--- src/fac_pkg.sv ---
// Shared constants and types for the frustum box culling block.
`timescale 1ns / 1ps
`default_nettype none

package fac_pkg;

    // Number of frustum planes held in configuration registers.
    localparam int PLANE_COUNT = 6;
    // Width of the configuration register index.
    localparam int CFG_INDEX_W = 3;
    // Width of one packed plane register.
    localparam int PLANE_W = 64;
    // Width of one normal component and of the plane distance.
    localparam int NORMAL_W = 16;
    // Bit offsets of the fields inside a plane register.
    localparam int NX_LSB = 0;
    localparam int NY_LSB = 16;
    localparam int NZ_LSB = 32;
    localparam int DIST_LSB = 48;
    // Width of the pass-through box index.
    localparam int INDEX_W = 16;

    // Defaults for the top-level parameters.
    localparam int DEFAULT_COORD_WIDTH = 16;
    localparam int DEFAULT_NORMAL_FRAC_BITS = 14;

    // Advance enables for the three data stages of a plane lane.
    typedef struct packed {
        logic s1;
        logic s2;
        logic s3;
    } pipe_en_t;

endpackage

`default_nettype wire

--- src/fac_plane_lane.sv ---
// Three-stage test of one box against one plane: products, axis sums, sign of the total.
`timescale 1ns / 1ps
`default_nettype none

module fac_plane_lane #(
    parameter int COORD_WIDTH      = fac_pkg::DEFAULT_COORD_WIDTH,
    parameter int NORMAL_FRAC_BITS = fac_pkg::DEFAULT_NORMAL_FRAC_BITS
) (
    input  wire logic                             clk,
    input  wire fac_pkg::pipe_en_t                en,
    input  wire logic signed [COORD_WIDTH-1:0]    center_x,
    input  wire logic signed [COORD_WIDTH-1:0]    center_y,
    input  wire logic signed [COORD_WIDTH-1:0]    center_z,
    input  wire logic        [COORD_WIDTH-2:0]    half_x,
    input  wire logic        [COORD_WIDTH-2:0]    half_y,
    input  wire logic        [COORD_WIDTH-2:0]    half_z,
    input  wire logic        [fac_pkg::PLANE_W-1:0] plane,
    output logic                                  outside
);

    // A coordinate times a Q1.14 normal fits exactly in PROD_W signed bits.
    localparam int PROD_W = COORD_WIDTH + fac_pkg::NORMAL_W;
    localparam int AX_W = PROD_W + 1;
    localparam int DIST_W = fac_pkg::NORMAL_W + NORMAL_FRAC_BITS + 1;
    localparam int SUM_W = ((AX_W + 2) > DIST_W ? (AX_W + 2) : DIST_W) + 1;

    logic signed [COORD_WIDTH-1:0]      c [3];
    logic        [COORD_WIDTH-2:0]      h [3];
    logic signed [fac_pkg::NORMAL_W-1:0] n [3];
    logic        [fac_pkg::NORMAL_W-1:0] an [3];

    logic signed [PROD_W-1:0] pc_reg [3];
    logic signed [PROD_W-1:0] pc_next [3];
    logic        [PROD_W-1:0] ph_reg [3];
    logic        [PROD_W-1:0] ph_next [3];
    logic signed [AX_W-1:0]   ax_reg [3];
    logic signed [AX_W-1:0]   ax_next [3];
    logic signed [SUM_W-1:0]  total;
    logic signed [fac_pkg::NORMAL_W-1:0] plane_dist;
    logic outside_reg;
    logic outside_next;

    always_comb
    begin
        c[0] = center_x;
        c[1] = center_y;
        c[2] = center_z;
        h[0] = half_x;
        h[1] = half_y;
        h[2] = half_z;
        n[0] = plane[fac_pkg::NX_LSB +: fac_pkg::NORMAL_W];
        n[1] = plane[fac_pkg::NY_LSB +: fac_pkg::NORMAL_W];
        n[2] = plane[fac_pkg::NZ_LSB +: fac_pkg::NORMAL_W];
        plane_dist = plane[fac_pkg::DIST_LSB +: fac_pkg::NORMAL_W];
        for (int a = 0; a < 3; a++)
        begin
            // The most negative component wraps to 0x8000, which is exactly 2.0 unsigned.
            an[a] = n[a][fac_pkg::NORMAL_W-1] ? (~n[a] + 1'b1) : n[a];
            pc_next[a] = PROD_W'(c[a]) * PROD_W'(n[a]);
            ph_next[a] = PROD_W'(h[a]) * PROD_W'(an[a]);
            ax_next[a] = AX_W'(pc_reg[a]) + AX_W'($signed(ph_reg[a]));
        end
        // sum < -distance is the same as sum + distance < 0, with the distance
        // on the normals' scale.
        total = SUM_W'(ax_reg[0]) + SUM_W'(ax_reg[1]) + SUM_W'(ax_reg[2])
              + (SUM_W'(plane_dist) <<< NORMAL_FRAC_BITS);
        outside_next = total[SUM_W-1];
    end

    always_ff @(posedge clk)
    begin
        if (en.s1)
        begin
            pc_reg <= pc_next;
            ph_reg <= ph_next;
        end
        if (en.s2)
        begin
            ax_reg <= ax_next;
        end
        if (en.s3)
        begin
            outside_reg <= outside_next;
        end
    end

    assign outside = outside_reg;

endmodule

`default_nettype wire

--- config.mk ---
export PLATFORM = sky130hd
export DESIGN_NAME = fac_plane_lane
export DESIGN_NICKNAME = d
export VERILOG_FILES = /design/src/fac_pkg.sv /design/src/fac_plane_lane.sv
export SDC_FILE = /design/constraint.sdc
export NUM_CORES = 2
export LEC_CHECK = 0
export BUFFER_PORTS_ARGS = -buffer_cell sky130_fd_sc_hd__buf_2
export CORE_MARGIN = 2
export CORE_UTILIZATION = 40
export DETAILED_ROUTE_END_ITERATION = 6
export GPL_ROUTABILITY_DRIVEN = 0
export PLACE_DENSITY_LB_ADDON = 0.2
export SLEW_MARGIN = 5
export SYNTH_ARGS = -nofsm -noshare
export SYNTH_HDL_FRONTEND = slang
export SYNTH_SLANG_ARGS = --single-unit
--- constraint.sdc ---
create_clock -name clk -period 10.35 [get_ports clk]
set_clock_uncertainty 0.1 [all_clocks]
set_input_delay 2.07 -clock clk [delete_from_list [all_inputs] [get_ports clk]]
set_output_delay 2.07 -clock clk [all_outputs]
set_load 0.01 [all_outputs]
# Word-level counts from Yosys, hierarchy flattened
# Cells that the tools add are included.
# Widths: inputs -> output; s select.
# word_totals
regBits	289
mem_count	0
elab_cells	31
romBits	0
ramBits	0
in_bits	161
latchBits	0
output_inout_bits	1
# op_classes
n_lt_le_gt_ge	0
add_sub_neg	9
reduce_logical	0
bitwise	3
n_eq_ne	0
mux	3
n_mul	6
shifts	0
div	0
# ops
op	count
$add 32x32->33	3
$mul 16x16->32	3
$mul 15x16->31	3
$add 16x1->16 const B	3
$mux 16	3
$not 16->16	3
$add 35x30->36	1
$add 34x33->35	1
$add 33x33->34	1

# Depth between registers and ports, before layout
# logic_depth
depth_word	4
ltp_mapped	33
mapped_depth_nobuf	32

# Worst setup path before layout
# OpenSTA, ideal clock, no wires.
# synth_timing
path_kind	input to register
from	input port plane[35] (netlist name)
to	register ph_reg[29] (netlist name), data pin
arrival_time_ns	9.296
slack_ns	0.696
path_buffers	2
path_stages	30
t_required_ns	9.992
setup_ns	0.258
cell_sequence	clkbuf_1 or3_1 or2_2 nor2_1 nand3_1 o41ai_1 xnor2_1 buf_2 and2_1 fa_1 inv_1 fa_1 inv_1 fa_1 fa_1 fa_1 inv_1 fa_1 inv_1 ha_1 and3_1 a221o_1 a21oi_1 o211ai_1 o31ai_1 o2111a_1 a211oi_1 a211o_1 a21oi_1 xnor2_1
# synth_rtl
item	line	rtl
start, declared	fac_plane_lane.sv:17	input wire logic [fac_pkg::PLANE_W-1:0] plane,
end signal, assigned	fac_plane_lane.sv:75	ph_reg <= ph_next;
end, declared	fac_plane_lane.sv:34	logic [PROD_W-1:0] ph_reg [3];

==> run summary <==
- simple-gate share of the synthesized area: 14.6%
- row count: 152
- flip-flop count of the largest register, all copies and words added: 99
- Core Region: 171000 µm²
- Max Clk Rate: 103 MHz
- largest family of logic cells by synthesized area: adder cells
- most frequently used flop master after synthesis: sky130_fd_sc_hd__edfxtp_1
- Inserted Clock Buffers: 35
- total number of clock tree sinks: 289
- Syn Area/Cell: 9.60 µm²
- detailed-routing iteration count for the pre-antenna-repair pass: 6
- GRT Resource Usage Total: 20.0%
- maximum number of pins on one net before global-route repair: 118
- CP most frequent cell: sky130_fd_sc_hd__fa_1
- DRC Markers: 0
- Via-to-Cell Ratio: 4.98
- data required time at the worst endpoint: 10.53 ns
- headroom to the max-slew limit: 24.0%
- highest-delay cell along the critical path: sky130_fd_sc_hd__fa_1
- status: finished clean
- wire length of the first global-routing pass: 279000 µm
- PostCTS Resize Cnt: 0
- CTS tree: yes
- starting density of the core: 40.2%
- most common library cell in the layout ignoring fill and taps: sky130_fd_sc_hd__inv_1
- remaining antenna violation count after routing: 0
- clock tree root driver cell: sky130_fd_sc_hd__clkbuf_16
- post-synthesis xor/xnor area fraction: 3.78%
- setup tns final: 0 ns
- Post-Synthesis Net Count: 9391
- final worst-path cycle share: 93.8%
- hold_buf cts: 0
- Fillers: 16.8k
- Worst setup SP type: input pin
- Final Cell Area: 73400 µm²
- gate count after technology mapping: 7177
- drt first-iter violations: 2285
- area growth from synthesis to layout: 6.59%
- total setup violations reported at the end of the flow: 0
- Setup crit end kind: flop
- synthesized-area fraction occupied by ao, oa, aoi and oai cells: 6.58%
- detailed-placement wirelength estimate: 140000 µm
- Register Area: 8680 µm²
- number of global-route vias before repair: 51.7k
- share of flip-flops with an asynchronous set or reset after synthesis: 0%
- Post-Route Hold Slack: 0.444 ns
- die extent in y: 419 µm
- arithmetic-cell share of the synthesized area counting full adders, half adders and majority gates: 52.3%
- Worst EP arrival: 9.90 ns
- number of synthesized flops with an enable pin: 289
- final wirelength: 169000 µm
- Pins Over Slew Limit: 0
- via count: 47.5k
- Netlist Area Pre-Place: 68900 µm²
- time the worst path needs with I/O delays and setup: 9.71 ns
- Least-Margin Pin Slew: 1.13 ns
- buffers inserted by post-CTS timing repair: 0
- RSZ-0062 raised after global routing: false
- I/O pins: 162
- WS Path Type: input pin to flop
- clock-pin transition on the worst setup and hold timing paths: 0.06 ns
- multi-input logic area: 53300 µm²
- Synthesis Warnings: 0
- worst hold path type: flop to flop
- clock latency reported for the late side of the worst-skew pair: 0.54 ns
- maximum fanout along the worst path: 5
- maximum level of the CTS H-tree: 2
- placement-stage cell area: 72300 µm²
- average wire per cell in the routed design: 17.7 µm
- input/output buffers: 161
- most frequent cells in the layout: sky130_fd_sc_hd__inv_1, sky130_fd_sc_hd__fa_1, sky130_fd_sc_hd__nand2_1, sky130_fd_sc_hd__and2_1, sky130_fd_sc_hd__ha_1
- delay of the slowest cell on the worst path: 0.53 ns
- number of buffers on the longest clock path: 3
- fin nets: 9420
- max-cap viol count: 0
- share of the yosys chip area belonging to registers: 12.6%
- unique cell type count in the Yosys netlist: 75
- initial antenna violation count: 22
- register bit total from synthesis: 289
- number of hold violations in the final report: 0
- die width: 419 µm
- layout cells sized above 1: 4.39%
- global-route congestion overflow total: 0
- Die ar.: 176000 µm²
- fraction of synthesized area in multiplexers: 0.0291%
through the flow:
step	setup slack [ns]	instances	utilization [%]
after floorplan	0.696	7177	-
after global placement	0.343	9479	42.2
after detailed placement	0.141	9479	42.2
after CTS	0.706	9535	42.8
after global routing	0.271	9542	42.8
final	0.638	9549	42.8
critical path: cells and delay by family:
kind,cells,cell delay (ns)
AND/OR/NAND/NOR,5,1.37
XOR/XNOR,2,0.29
buffers and inverters,5,0.31
AO/OA/AOI/OAI,10,2.53
adder cells (fa/ha/maj),7,3.32
metal layers:
layer	routed length (µm)	up-vias	GRT usage [%]
met4	4120	0	4.26
met1	75800	24494	27.4
li1	-	21961	-
met5	0	-	0
met3	5740	173	1.24
met2	83000	904	34.8
layout make-up:
type | instances | area share [%]
repair buffers | 238 | 1.90
multi-input cells | 5044 | 72.7
flip-flops and latches | 289 | 11.8
diodes | 14 | 0.0477
clock inverters | 17 | 0.259
inverters | 1598 | 8.17
well taps | 2310 | 3.94
clock buffers | 39 | 1.21
synth_stat cells, types with 6 or more instances:
| cell | n | area share (%) |
|---|---|---|
| sky130_fd_sc_hd__inv_1 | 1595 | 8.7 |
| sky130_fd_sc_hd__fa_1 | 1381 | 40 |
| sky130_fd_sc_hd__nand2_1 | 792 | 4.3 |
| sky130_fd_sc_hd__and2_1 | 760 | 6.9 |
| sky130_fd_sc_hd__ha_1 | 672 | 12 |
| sky130_fd_sc_hd__edfxtp_1 | 289 | 13 |
| sky130_fd_sc_hd__xnor2_1 | 243 | 3.1 |
| sky130_fd_sc_hd__clkbuf_1 | 232 | 1.3 |
| sky130_fd_sc_hd__a21oi_1 | 199 | 1.4 |
| sky130_fd_sc_hd__nor2_1 | 163 | 0.89 |
| sky130_fd_sc_hd__o21ai_0 | 123 | 0.89 |
| sky130_fd_sc_hd__a21o_1 | 111 | 1.2 |
| sky130_fd_sc_hd__nand2b_1 | 73 | 0.66 |
| sky130_fd_sc_hd__nand3_1 | 56 | 0.41 |
| sky130_fd_sc_hd__xor2_1 | 54 | 0.69 |
| sky130_fd_sc_hd__o21bai_1 | 44 | 0.48 |
| sky130_fd_sc_hd__nor3_1 | 41 | 0.30 |
| sky130_fd_sc_hd__o21a_1 | 40 | 0.44 |
| sky130_fd_sc_hd__nor2b_1 | 24 | 0.22 |
| sky130_fd_sc_hd__a211oi_1 | 21 | 0.23 |
| sky130_fd_sc_hd__or3_1 | 21 | 0.19 |
| sky130_fd_sc_hd__and3_1 | 20 | 0.18 |
| sky130_fd_sc_hd__a31oi_1 | 18 | 0.16 |
| sky130_fd_sc_hd__o211ai_1 | 17 | 0.19 |
| sky130_fd_sc_hd__o31ai_1 | 17 | 0.19 |
| sky130_fd_sc_hd__buf_1 | 12 | 0.065 |
| sky130_fd_sc_hd__a21boi_0 | 11 | 0.12 |
| sky130_fd_sc_hd__nand4_1 | 11 | 0.10 |
| sky130_fd_sc_hd__o41ai_1 | 11 | 0.14 |
| sky130_fd_sc_hd__nor4_1 | 10 | 0.091 |
| sky130_fd_sc_hd__a211o_1 | 9 | 0.11 |
| sky130_fd_sc_hd__or2_2 | 7 | 0.064 |
| sky130_fd_sc_hd__or4_1 | 7 | 0.076 |
| sky130_fd_sc_hd__a2111oi_0 | 6 | 0.076 |
| sky130_fd_sc_hd__o21ai_1 | 6 | 0.044 |
| sky130_fd_sc_hd__o31a_1 | 6 | 0.076 |
cell families after synthesis:
| group | after synthesis |
|---|---|
| and+or+nand+nor | 2002 |
| AOI/OAI and AO/OA | 690 |
| xor gates and xnor gates | 297 |
| adders and majority gates | 2053 |
| buffers and inverters | 1844 |
| muxes | 2 |
| DFF | 289 |
final timing paths:
path | to | from | slack [ns] | cells after the start
hold / removal | ax_reg[0] | ph_reg[0] | 0.44 | 1
hold reg to reg | ax_reg[0] | ph_reg[0] | 0.44 | 1
setup reg to reg | outside | ax_reg[3] | 6.08 | 13
setup / recovery | ph_reg[29] | plane[35] | 0.64 | 29
Power is left out: the tool's default activity adds up to more than one toggle a clock period on the data nets, which glitch-free logic cannot reach.
