**src/fac_pkg.sv**
```systemverilog
// Shared constants and types for the frustum box culling block.
`timescale 1ns / 1ps
`default_nettype none

package fac_pkg;

    // Number of frustum planes held in configuration registers.
    localparam int PLANE_COUNT = 6;
    // Width of the configuration register index.
    localparam int CFG_INDEX_W = 3;
    // Width of one packed plane register.
    localparam int PLANE_W = 64;
    // Width of one normal component and of the plane distance.
    localparam int NORMAL_W = 16;
    // Bit offsets of the fields inside a plane register.
    localparam int NX_LSB = 0;
    localparam int NY_LSB = 16;
    localparam int NZ_LSB = 32;
    localparam int DIST_LSB = 48;
    // Width of the pass-through box index.
    localparam int INDEX_W = 16;

    // Defaults for the top-level parameters.
    localparam int DEFAULT_COORD_WIDTH = 16;
    localparam int DEFAULT_NORMAL_FRAC_BITS = 14;

    // Advance enables for the three data stages of a plane lane.
    typedef struct packed {
        logic s1;
        logic s2;
        logic s3;
    } pipe_en_t;

endpackage

`default_nettype wire

```
**src/fac_plane_regs.sv**
```systemverilog
// Configuration registers holding the six packed frustum planes.
`timescale 1ns / 1ps
`default_nettype none

module fac_plane_regs (
    input  wire logic                              clk,
    input  wire logic                              rst_n,
    input  wire logic                              cfg_we,
    input  wire logic [fac_pkg::CFG_INDEX_W-1:0]   cfg_index,
    input  wire logic [fac_pkg::PLANE_W-1:0]       cfg_data,
    output logic      [fac_pkg::PLANE_W-1:0]       plane [fac_pkg::PLANE_COUNT]
);

    logic [fac_pkg::PLANE_W-1:0] plane_reg [fac_pkg::PLANE_COUNT];

    // Writes to an index beyond the last plane are dropped.
    always_ff @(posedge clk or negedge rst_n)
    begin
        if (!rst_n)
        begin
            for (int i = 0; i < fac_pkg::PLANE_COUNT; i++)
            begin
                plane_reg[i] <= '0;
            end
        end
        else if (cfg_we && (32'(cfg_index) < fac_pkg::PLANE_COUNT))
        begin
            plane_reg[cfg_index] <= cfg_data;
        end
    end

    always_comb
    begin
        for (int i = 0; i < fac_pkg::PLANE_COUNT; i++)
        begin
            plane[i] = plane_reg[i];
        end
    end

endmodule

`default_nettype wire

```
**config.mk**
```make
export PLATFORM = sky130hd
export DESIGN_NAME = fac_plane_regs
export DESIGN_NICKNAME = d
export VERILOG_FILES = /design/src/fac_pkg.sv /design/src/fac_plane_regs.sv
export SDC_FILE = /design/constraint.sdc
export NUM_CORES = 1
export LEC_CHECK = 0
export BUFFER_PORTS_ARGS = -buffer_cell sky130_fd_sc_hd__buf_2
export CORE_UTILIZATION = 25
export DETAILED_ROUTE_END_ITERATION = 6
export PLACE_DENSITY_LB_ADDON = 0.08
export SYNTH_ARGS = -nofsm -noshare
export SYNTH_HDL_FRONTEND = slang
export SYNTH_SLANG_ARGS = --single-unit
```
**constraint.sdc**
```tcl
create_clock -name clk -period 0.9 [get_ports clk]
set_input_delay 0.045 -clock clk [delete_from_list [all_inputs] [get_ports clk]]
set_output_delay 0.045 -clock clk [all_outputs]
set_load 0.01 [all_outputs]
```
==> Word-level counts from Yosys, hierarchy flattened <==
Cells that the tools add are included.
{ "totals": {"reg_bits": 384, "output_inout_bits": 384, "word_cells": 15} }
{ "classes": {"magnitude_cmp": 3, "mux": 3, "bitwise": 1, "reduce_logical": 2} }
{ "ops": {"columns": ["operator", "n"], "rows": [
  ["bitwise mux 384 bit", 1],
  ["demux 64 bit (select 3 bit)", 1],
  ["two-way mux 64 bit", 1],
  [">= comparator 4 bit, second input constant", 1],
  ["less-than comparator 4 x 1 -> 1 bit, second input constant", 1],
  ["inverter 3 -> 4 bit", 1],
  ["less-than comparator 3 bit, second input constant", 1],
  ["logical AND 1 bit", 2]
]} }

==> Longest topological paths before layout <==
Gate-level depths: netlist of run 1.
{ "depth": {"ltp_word": 6, "depth_mapped": 4} }

==> Worst setup path after synthesis of run 1 <==
Ideal clock, no wire load.
{ "synth_path": {"kind": "input -> register", "start": "input cfg_index[2] in the netlist's numbering", "end": "register plane_reg (netlist bit plane[328])", "arrival_time_ps": 1013, "slack_ps": -238, "path_stages": 4, "n_path_buf": 2, "cell_sequence": "nor4b_1 > buf_4 > buf_6 > mux2_2"} }
{ "synth_between": {"elab_chain_len": 6} }
{ "synth_lines": {"columns": ["item", "line_no", "rtl"], "rows": [
  ["from (decl)", "fac_plane_regs.sv:9", "input wire logic [fac_pkg::CFG_INDEX_W-1:0] cfg_index,"],
  ["inverter 3 -> 4 bit (implied by the code)", "fac_plane_regs.sv:28", "plane_reg[cfg_index] <= cfg_data;"],
  [">= comparator 4 bit (implied by the code) or less-than comparator 4 x 1 -> 1 bit (tied branches)", "fac_plane_regs.sv:28", null],
  ["logical AND 1 bit (implied by the code)", "fac_plane_regs.sv:28", null],
  ["two-way mux 64 bit (implied by the code)", "fac_plane_regs.sv:28", null],
  ["demux 64 bit (select 3 bit)", "fac_plane_regs.sv:28", null],
  ["bitwise mux 384 bit", "fac_plane_regs.sv:28", null],
  ["to (signal, indexed assignment)", "fac_plane_regs.sv:28", null],
  ["to (decl)", "fac_plane_regs.sv:14", "logic [fac_pkg::PLANE_W-1:0] plane_reg [fac_pkg::PLANE_COUNT];"]
]} }
Several ways; a longest one is shown, not always the timed one.
A chain may end at the register's enable or synchronous reset.

==> Worst setup path in the final report of run 1 <==
{ "layout_path": {"start": "register plane_reg (netlist bit plane[372])", "end": "output plane[372] in the netlist's numbering"} }
{ "layout_lines": {"columns": ["item", "line_no", "rtl"], "rows": [
  ["to (decl)", "fac_plane_regs.sv:11", "output logic [fac_pkg::PLANE_W-1:0] plane [fac_pkg::PLANE_COUNT]"]
]} }
No word-level cell between the ends.

==> results by group, run 1 <==
Synthesis
  • Syn_area_per_cell: 17.6 um2
  • Area of the mapped netlist: 14,400 um2
  • Leading area contributor after synthesis: dfrtp_1
  • Synth cell types: 9
  • Synthesized flop and latch total: 384
  • Synth top area share: approximately two thirds
  • Ranking of synthesized cells by area: dfrtp_1 67%, mux2_2 30%, buf_6 2.1%
  • Syn nets: 886
  • Sequential area share after synthesis: 66.8%
  • Cells after synthesis: 816
  • Synth warn: 0

Die
  • Row cnt: 87
  • Die Y: 242 um
  • Effective utilization at floorplan: 25.4%
  • Core area: 56,600 um2
  • Num ports: 454
  • Die area: 58,500 um2
  • Die X: 242 um

Critical path
  • Arrival time at the worst endpoint: 1.11 ns
  • Worst Setup Start Kind: register
  • Crit path cell chain: buf_6
  • Worst-path maximum fanout: 2
  • CP required: 0.85 ns
  • R2R cell count: 3
  • Crit-path slowest cell: dfrtp_1
  • CP Class: reg -> out
  • WP buf/inv: 1
  • Stages on the worst setup path: 1
  • Nature of the critical path endpoint: primary output
  • RR Startpoint: plane[105]
  • Delay-heaviest family, CP: flip-flops
  • Launch point of the worst path: plane[372]
  • Critical Path Max Stage Delay: a little over 0.4 ns

Layout
  • Most common cell after layout, fill and taps aside: dfrtp_1
  • Syn-to-layout area delta: 57.5%
  • Layout cells sized above 1: 69.3%
  • Commonest non-fill, non-tap cells in the layout: 384 x dfrtp_1, 301 x mux2_2, 248 x buf_6, 234 x buf_2, 88 x buf_4
  • Footprint of the multi-input gates: 4710 um2
  • Number of fill cells: 5,421
  • Seq. cell area: 9610 um2
  • Layout Utilization: 40.0%
  • Nets: 1,560
  • Max reg flops: between 300 and 400

Power
  • Power per cell area: 2550 nW/um2
  • Maximum vdd drop: 1190 uV
  • Tot Pwr: between 0.05 and 0.06 W
  • Cell leakage power: 10.6 nW

Timing
  • RSZ-0062 raised after global routing: yes
  • Final setup skew: 0 ns
  • Max Fclk: 0.862 GHz
  • Minimum clock period: 1.16 ns
  • Setup ws final: -0.260 ns
  • Worst slew margin: ~73%
  • Final period util: 129%
  • Final count of negative-setup-slack endpoints: 391
  • Final Hold Viols: 12
  • Worst-Margin Slew: between 0.4 and 0.5 ns
  • Hold WS: -0.0882 ns
  • Fin. max-slew vios: 0

Routing
  • Antenna-violating nets left: 0
  • Number of DRC markers in iteration 0: 185
  • Via-to-Cell Ratio: ~4.2
  • Residual DRC: 0
  • DR WL met2: 22,200 um
  • DR top layer: met4
  • Met1 wire length: 19,500 um
  • Routed len/inst: 20.2 um
  • Vias: 9,505
  • Drt first pass iters: 4
  • Routed wl met3: around 3200 um
  • Post-Route WL: 46,100 um

CTS
  • Worst skew pair latency: 0.55 ns
  • CTS tree: built
  • CTS Sinks: 384
  • Register clock-pin slew on the reported worst setup and hold paths: 0.06 ns
  • H-tree Lvls: 2
  • TritonCTS buffer count: between 40 and 50
  • Hold buffer count at cts: 66
  • CTS Buffer Depth: 3
  • CTS Root Cell: clkbuf_16

Placed design
  • Routability cong.: 0.739
  • Port bufs: 453
  • Hpwl dp: approximately 32,000 um

Global route
  • GRT Util Overall: 15.7%
  • Total global routing overflow: 0
  • Largest net degree at the start of global routing: 69
  • Vias in the first global route: 10,400
  • First-pass GRT wire length: roughly 70,000 um
  • Initial antenna violation count: 1

Run status
  • Failing checks: negative hold slack, negative setup slack
  • Status: finished with violations

Min path
  • Min-Delay Path Class: in -> async

Flow run
  • Max-cap violations: 0
power breakdown:
group	switching, W	internal [W]	total, W
sequential	0.00246	0.0211	0.0236
clock	0.00721	0.0106	0.0178
combinational	0.00638	0.00995	0.0163
total	0.0161	0.0416	0.0577
per-stage QoR:
| step | TNS (ns) | cell area, um2 | std cells | setup WS, ns |
|---|---|---|---|---|
| floorplan | -38.58 | 14800 | 816 | -0.171 |
| global placement | -157.06 | 18400 | 2050 | -0.518 |
| detailed placement | -160.83 | 18400 | 2050 | -0.535 |
| CTS | -108.10 | 22200 | 2253 | -0.333 |
| global route | -108.14 | 22600 | 2279 | -0.329 |
| finish | -85.91 | 22700 | 2280 | -0.260 |
layout make-up:
class	instances	area share [%]
Antenna cell	1	0.0110
Sequential cell	384	42.4
Clock inverter	12	0.403
Clock buffer	68	5.94
Timing Repair Buffer	669	26.3
Multi-Input combinational cell	390	20.8
Tap cell	756	4.18
layer usage:
layer	vias up	track usage, %
met4	0	4.82
met5	-	0
met1	4913	19.8
met2	283	25.7
li1	4244	-
met3	65	4.89
final timing paths:
path / to / slack, ns
max: plane[372] / -0.26
min: plane[289] / -0.09
max reg2reg: plane[105] / -0.10
min reg2reg: plane[327] / 0.48
max in group asynchronous: plane[282] / 0.33
min in group clk: plane[370] / 0.09
cell usage after synthesis:
library cell and number:
mux2_1 5, buf_6 27, nand4b_1 2, and4bb_2 3, dfrtp_1 384, buf_2 14
nor4b_1 1, mux2_2 379, buf_4 1
kinds of logic after synthesis:
logic type	count (synthesis)	share of synthesized area [%]
flops	384	66.8
simple gates	6	0.444
buf+inv	42	2.65
mux	384	30.1
what timing repair did:
action                                  4_1_cts  5_1_grt
gates resized for setup                     294       65
buffers inserted                             57       37
hold endpoints to repair                    768       12
endpoints found under the setup margin      384      430
Note: power is estimated with default switching activity, not from simulation.
==> run 2, diff against run 1 <==
- CORE_MARGIN: default -> 1.5
- RECOVER_POWER: default -> 25
==> run 2 against run 1 <==
- the run ends with negative setup slack left
- largest power group unchanged
- sequential cell count unchanged
- register-to-register slack hardly changed
- via count shrank 0.14%
- final cell count shrank 0.13%
- critical path depth did not move
- fmax shrank 1.6%
- worst setup slack worse by 0.019 ns
- clock skew unchanged
==> results by group, run 2 (synthesis results as in run 1) <==
CTS
  • CTS Sinks: 384 (unchanged)
  • Hold buffer count at cts: 65 (-1.5%)
  • Register clock-pin slew on the reported worst setup and hold paths: 0.06 ns (about the same)
  • TritonCTS buffer count: 47 (+4.4%)
  • CTS tree: built
  • Worst skew pair latency: 0.57 ns (+0.02 ns)
  • CTS Buffer Depth: 3 (unchanged)
  • CTS Root Cell: clkbuf_16
  • H-tree Lvls: 2 (unchanged)

Critical path
  • Arrival time at the worst endpoint: 1.13 ns (+0.02 ns)
  • CP Class: reg -> out
  • RR Startpoint: plane[103]
  • Crit-path slowest cell: dfrtp_1
  • CP required: 0.85 ns (about the same)
  • Worst Setup Start Kind: register
  • Nature of the critical path endpoint: primary output
  • Delay-heaviest family, CP: flip-flops
  • Crit path cell chain: buf_2
  • WP buf/inv: 1 (unchanged)
  • Critical Path Max Stage Delay: 0.41 ns (about the same)
  • Worst-path maximum fanout: 2 (unchanged)
  • Launch point of the worst path: plane[263]

Routing
  • Routed wl met3: 3610 um (+12%)
  • Antenna-violating nets left: 0 (unchanged)
  • Vias: 9,492 (-0.14%)
  • Residual DRC: 0 (unchanged)
  • DR top layer: met5
  • Via-to-Cell Ratio: 4.17 (about the same)
  • Met1 wire length: 19,300 um (-1.3%)
  • Post-Route WL: 45,900 um (-0.52%)
  • DR WL met2: 21,700 um (-2.3%)
  • Routed len/inst: 20.1 um (-0.39%)
  • Number of DRC markers in iteration 0: 196 (+5.9%)
  • Drt first pass iters: 4 (unchanged)

Global route
  • Initial antenna violation count: 3 (+2)
  • Largest net degree at the start of global routing: 67 (-2.9%)
  • Vias in the first global route: 10,300 (-0.90%)
  • GRT Util Overall: 15.4% (-0.31 points)
  • First-pass GRT wire length: 69,000 um (-1.4%)
  • Total global routing overflow: 0 (unchanged)

Timing
  • Final count of negative-setup-slack endpoints: 499 (+28%)
  • Setup ws final: -0.279 ns (-0.0192 ns)
  • RSZ-0062 raised after global routing: yes
  • Worst-Margin Slew: 0.567 ns (+0.160 ns)
  • Final Hold Viols: 0 (-12)
  • Minimum clock period: 1.18 ns (+0.0192 ns)
  • Final period util: 131% (+2.1 points)
  • Fin. max-slew vios: 0 (unchanged)
  • Max Fclk: 0.848 GHz (-1.6%)
  • Worst slew margin: 62.2% (-11 points)
  • Final setup skew: 0 ns (unchanged)

Die
  • Core area: 56,600 um2 (unchanged)
  • Die Y: 243 um (+0.41%)
  • Effective utilization at floorplan: 25.4% (unchanged)
  • Die area: 59,000 um2 (+0.83%)
  • Num ports: 454 (unchanged)
  • Row cnt: 87 (unchanged)
  • Die X: 243 um (+0.41%)

Layout
  • Layout cells sized above 1: 69.3% (+0.071 points)
  • Fin cells: 2,277 (-0.13%)
  • Most common cell after layout, fill and taps aside: dfrtp_1
  • Syn-to-layout area delta: 58.1%
  • Max reg flops: 384 (unchanged)
  • Commonest non-fill, non-tap cells in the layout: 384 x dfrtp_1, 306 x mux2_2, 255 x buf_6, 229 x buf_2, 88 x buf_4
  • Nets: 1,561 (+0.064%)
  • Layout Utilization: 40.2% (+0.15 points)
  • Number of fill cells: 5,425 (+0.074%)

Min path
  • Min-Delay Path Class: in -> async

Power
  • Power per cell area: 2610 nW/um2 (+2.4%)
  • Maximum vdd drop: 1400 uV (+18%)
  • Tot Pwr: 0.0593 W (+2.8%)
  • Cell leakage power: 10.7 nW (+0.38%)

Placed design
  • Port bufs: 453 (unchanged)
  • Hpwl dp: 31,900 um (-0.25%)
  • Placed insts: 2,046 (-0.20%)
  • Routability cong.: 0.722 (-2.3%)

Run status
  • Failing checks: negative setup slack
  • Status: finished with violations

Flow run
  • Max-cap violations: 0 (unchanged)
[run 2: stage by stage]
step | setup TNS (ns) | hold slack, ns | worst slack [ns] | cell area (um2)
CTS | -105.82 | -0.118 | -0.334 | 22300
global placement | -157.71 | -0.0972 | -0.475 | 18400
global route | -133.29 | 0.0430 | -0.329 | 22700
floorplan | -38.58 | -0.251 | -0.171 | 14800
detailed placement | -163.72 | -0.0958 | -0.493 | 18400
finish | -91.65 | 0.0173 | -0.279 | 22700
[run 2: timing repair]
action                                  in CTS  in global routing
endpoints found under the setup margin     384                411
gates resized for setup                    298                 62
hold endpoints to repair                   768                 13
setup buffers                               63                 32
cloned                                       0                  0
[run 2: layout make-up]
cell class                      instances  area, um2  area share (%)
Sequential cell                       384       9610            42.3
Timing Repair Buffer                  668       5920            26.0
Multi-Input combinational cell        390       4690            20.6
Clock buffer                           66       1360            5.98
Tap cell                              756        946            4.16
Clock inverter                         12        210           0.925
Antenna cell                            1       2.50          0.0110
[run 2: final timing paths]
path,to,slack (ns),cells past startpoint
max,plane[263],-0.28,1
min,plane[226],0.02,2
max reg2reg,plane[103],-0.10,3
min reg2reg,plane[59],0.50,1
max in group asynchronous,plane[20],-0.07,4
min in group clk,plane[365],0.09,4
[run 2: worst register-to-register path: stages, from the launching register on]
cell     delay [ns]
dfrtp_1        0.39
buf_4          0.14
buf_6          0.10
mux2_4         0.25
[run 2: where the power goes]
part	internal (W)	switching [W]	leakage [nW]
combinational	0.00999	0.00637	5.27
clock	0.0121	0.00730	0.774
sequential	0.0211	0.00240	4.61
[run 2: metal layers]
layer / global-route usage [%] / up-vias
met5: 0 / -
met4: 5.17 / 2
met3: 5.30 / 71
met2: 24.8 / 299
met1: 19.3 / 4869
li1: - / 4251
